File: src/rtl/pcrp_pkg.sv
// ----------------------------------------------------------------------------
// pcrp_pkg: shared types and constants for the PC reuse predictor table
// Kind codes, hash constants, step counts and controller/datapath interface.
// ----------------------------------------------------------------------------
package pcrp_pkg;

  localparam int TABLE_ENTRIES_DEF = 2048;
  localparam int COUNTER_MAX_DEF   = 7;

  localparam int KIND_W = 2;
  localparam int PC_W   = 64;

  localparam logic [KIND_W-1:0] KIND_QUERY = 2'd0;
  localparam logic [KIND_W-1:0] KIND_INC   = 2'd1;
  localparam logic [KIND_W-1:0] KIND_DEC   = 2'd2;

  localparam logic [31:0] HASH_POLY      = 32'hEDB88320;
  localparam int          HASH_ROUNDS    = 32;
  localparam int          HASH_PER_CYCLE = 8;
  localparam int          HASH_CYCLES    = HASH_ROUNDS / HASH_PER_CYCLE;
  // hash result fits in HASH_ROUNDS bits after that many right shifts
  localparam int          HASH_W         = HASH_ROUNDS;
  // reciprocal multiply, quotient times size, subtract and correct
  localparam int          MOD_CYCLES     = 3;
  localparam int          STEP_W         = $clog2(HASH_CYCLES + MOD_CYCLES);

  typedef struct packed {
    logic clear_wr;
    logic load;
    logic hash_step;
    logic mod_step;
    logic mem_rd;
    logic update;
  } pcrp_cmd_t;

  typedef struct packed {
    logic clear_last;
    logic hash_last;
    logic mod_last;
  } pcrp_status_t;

endpackage

File: src/rtl/pcrp_ctrl.sv
// ----------------------------------------------------------------------------
// pcrp_ctrl: sequencer for the PC reuse predictor table
// Runs the post-reset clearing pass, then steps each request through hash,
// modulo reduction, table read and counter update.
// ----------------------------------------------------------------------------
module pcrp_ctrl
  import pcrp_pkg::*;
(
  input  logic         clk,
  input  logic         rst_n,
  input  logic         start,
  input  pcrp_status_t status,
  output pcrp_cmd_t    cmd,
  output logic         busy
);

  typedef enum logic [5:0] {
    ST_CLEAR = 6'b000001,
    ST_IDLE  = 6'b000010,
    ST_HASH  = 6'b000100,
    ST_MOD   = 6'b001000,
    ST_READ  = 6'b010000,
    ST_UPD   = 6'b100000
  } state_t;

  state_t state_r, state_nxt;

  always_ff @(posedge clk) begin
    if (!rst_n) begin
      state_r <= ST_CLEAR;
    end else begin
      state_r <= state_nxt;
    end
  end

  always_comb begin
    state_nxt = state_r;
    cmd       = '0;
    busy      = 1'b1;
    unique case (state_r)
      ST_CLEAR: begin
        cmd.clear_wr = 1'b1;
        if (status.clear_last) state_nxt = ST_IDLE;
      end
      ST_IDLE: begin
        busy     = 1'b0;
        cmd.load = start;
        if (start) state_nxt = ST_HASH;
      end
      ST_HASH: begin
        cmd.hash_step = 1'b1;
        if (status.hash_last) state_nxt = ST_MOD;
      end
      ST_MOD: begin
        cmd.mod_step = 1'b1;
        if (status.mod_last) state_nxt = ST_READ;
      end
      ST_READ: begin
        cmd.mem_rd = 1'b1;
        state_nxt  = ST_UPD;
      end
      ST_UPD: begin
        cmd.update = 1'b1;
        state_nxt  = ST_IDLE;
      end
      default: begin
        state_nxt = ST_CLEAR;
      end
    endcase
  end

endmodule

File: config.mk
export PLATFORM = sky130hd
export DESIGN_NAME = pcrp_ctrl
export DESIGN_NICKNAME = d
export VERILOG_FILES = /design/src/rtl/pcrp_pkg.sv /design/src/rtl/pcrp_ctrl.sv
export SDC_FILE = /design/constraint.sdc
export NUM_CORES = 1
export LEC_CHECK = 0
export ABC_AREA = 1
export BUFFER_PORTS_ARGS = -buffer_cell sky130_fd_sc_hd__buf_4
export CORE_AREA = 4 4 41 43
export CTS_CLUSTER_SIZE = 12
export DETAILED_ROUTE_END_ITERATION = 7
export DIE_AREA = 0 0 45 47
export PLACE_DENSITY_LB_ADDON = 0.1
export SKIP_CTS_REPAIR_TIMING = 1
export SYNTH_ARGS = -nofsm -noshare
export SYNTH_HDL_FRONTEND = slang
export SYNTH_SLANG_ARGS = --single-unit
File: constraint.sdc
create_clock -name clk -period 1.3 [get_ports clk]
set_input_delay 0.195 -clock clk [delete_from_list [all_inputs] [get_ports clk]]
set_output_delay 0.195 -clock clk [all_outputs]
set_load 0.01 [all_outputs]
==> qor.yml <==
yosys:
  synth_top_area_frac: 0.295
  synth.area.top_cells: "dfxtp_1, inv_1, nor2_1, nor2_4, nand2_1"
  seq_area_frac_synth: 0.295
  synth_seq_cells: 6
  synth.avg_cell_area_um2: 6.56
  synth_ff_type: "dfxtp_1"
  synth_edf_count: 0
  ys_warn_count: 0
  synthCells: 62
  synth_cell_types: 15
  yosysMostFrequentCell: "inv_1"
  synth_area_um2: 407
  synth_area_leader_cell: "dfxtp_1"
  synth_common_cells: "inv_1, nor2_1, nand2_1, dfxtp_1, nand4_1"
  synth_async_sr_flop_share: 0
  syn_nets: 68
sta:
  fin_ws_ns: -0.0753
  max_freq_mhz: 727
  period_needed_ns: 1.38
  setup_viol: 7
  finalClockSkew_ns: 0.00434
  max_slew.worst_pin.slew_ns: 0.203
  period_share: 1.06
  maxSlewViolCount: 0
  rsz0062_at_grt: "true"
  relSlewSlack: 0.863
  hold_viol: 0
  final.setup.tns_ns: -0.325
power_and_ir_drop:
  cell_internal_pwr_mw: 0.624
  clkPwrFrac: 0.168
  pwr-share-seq: 0.281
  total_power_mw: 1.09
  pwr-share-comb: 0.551
  p_per_area_nw_per_um2: 1660
  leakage_nw: 0.328
  swShare: 0.430
  ir_drop_uv: 647
  switchingPower_mw: 0.470
routing:
  post_drt_via_cell_ratio: 4.56
  wl_per_cell_um: 11.0
  routed.top_layer: "met4"
  drt_pre_antenna_iters: 3
  wirelength_um: 1090
  antenna_left: 0
  dr_wl_met3_um: 57
  drtIter0Drc: 3
  drc_errors: 0
  wl_met2_um: 555
  met1_length_um: 452
  vias: 451
critical_path:
  cp-start-kind: "flop"
  crit_type: "reg2out"
  critPathCaptureType: "primary output"
  r2r_cells: 8
  cp.arrival_ns: 1.18
  crit_required_ns: 1.11
  cp_max_fo: 5
die:
  core_area_um2: 1300
  initial_core_util: 0.313
  io_pins: 13
  dieArea_um2: 2120
  die_height_um: 47
  die_x_um: 45
  core.rowCount: 13
cells_and_area:
  largest_registers: "state_r x6"
  fin_nets: 92
  post-route-util: 0.506
  fill_cells: 135
  instances_no_fill: 99
  regMostFlops: "state_r"
  largest_reg_flops: 6
  area_delta_synth_final_pct: 61.8
  antenna_cells: 0
  layout-drive-gt1-share: 0.583
clocking:
  cts.sinks: 6
  cts_tree: "built"
  cts_max_level: 1
  clkLatencyLatePin_ns: 0.25
  path_clk_slew_ns: 0.05
  numCtsBuffers: 3
  clock_path_buffers: 2
  root_buffer: "clkbuf_4"
job:
  cap_violations: 0
run_status:
  status: "complete, but fails checks"
  violations: "negative setup slack"
global_route:
  grt_pass1_wl_um: 1610
  first_global_vias: 392
  antenna_found_initial: 0
  grt_use_total: 0.115
  grt_start_max_net_pins: 9
  grt_overflow: 0
place:
  gp_congestion: 0.749
  dp_cells: 89
  dp_hpwl_um: 782
  io_buffers: 12
worst_hold_path:
  hp-class: "in2reg"
  whs_path_depth: 3
[kinds of logic after synthesis]
kind of cell    share of synthesized area
flops                               0.295
simple gates                        0.520
buf+inv                             0.148
compound gates                     0.0369
[area by class of cell]
cell class              instances  area [um^2]  share of cell area
inverters                      16         60.1              0.0913
multi-input cells              40          265               0.403
repair buffers                 19          154               0.234
well taps                      15         18.8              0.0285
clock buffers                   3         22.5              0.0342
flip-flops and latches          6          138               0.209
[per-stage QoR]
step / cell area (um^2) / hold WS (ns) / setup slack [ns]
2_1_floorplan: 407 / 0.330 / 0.217
3_3_place_gp: 515 / 0.438 / 0.122
3_5_place_dp: 515 / 0.445 / 0.118
4_1_cts: 538 / 0.179 / -0.155
5_1_grt: 658 / 0.199 / -0.151
6_report: 658 / 0.176 / -0.0753
[layer usage]
| layer | track usage | up-vias |
|---|---|---|
| met5 | 0 | - |
| met4 | 0.0877 | 0 |
| met3 | 0.0613 | 4 |
| met2 | 0.178 | 8 |
| met1 | 0.118 | 199 |
| li1 | - | 240 |
[worst max-delay path, cell delays in order, from the launching register on]
cell and delay (ns):
dfxtp_4 0.36, nor2_4 0.16, and3_4 0.22, nand2_2 0.05, inv_2 0.05, buf_6 0.09
[power groups by stage]
stage	sequential [mW]	clock (mW)	combinational (mW)
after floorplan	0.272	0	0.346
after detailed placement	0.282	0	0.470
after global placement	0.281	0	0.476
final	0.307	0.184	0.603
after global routing	0.316	0.203	0.672
after CTS	0.278	0.194	0.474
[worst paths after layout]
kind,endpoint,slack (ns),start
worst max-delay path,cmd[4],-0.08,state_r[3]
worst min-delay path,state_r[3],0.18,rst_n
worst max register to register,state_r[1],0.06,state_r[4]
worst min register to register,state_r[1],0.54,state_r[1]
[layout by cell type, fill, tap and decap left out]
cell type   n
nand4_4     1
clkbuf_4    3
buf_4      16
inv_2       4
nor2_1      6
nor2_4      4
dfxtp_4     4
nor3_4      1
and3_4      1
dfxtp_2     2
a21oi_1     2
o21ai_1     1
nand3_2     1
buf_6       3
nand2_2     4
nor2_2      5
nand2_1     7
nand3_1     2
nand4_1     4
inv_1      12
nor4_1      1
Note: power is estimated with default switching activity, not from simulation.
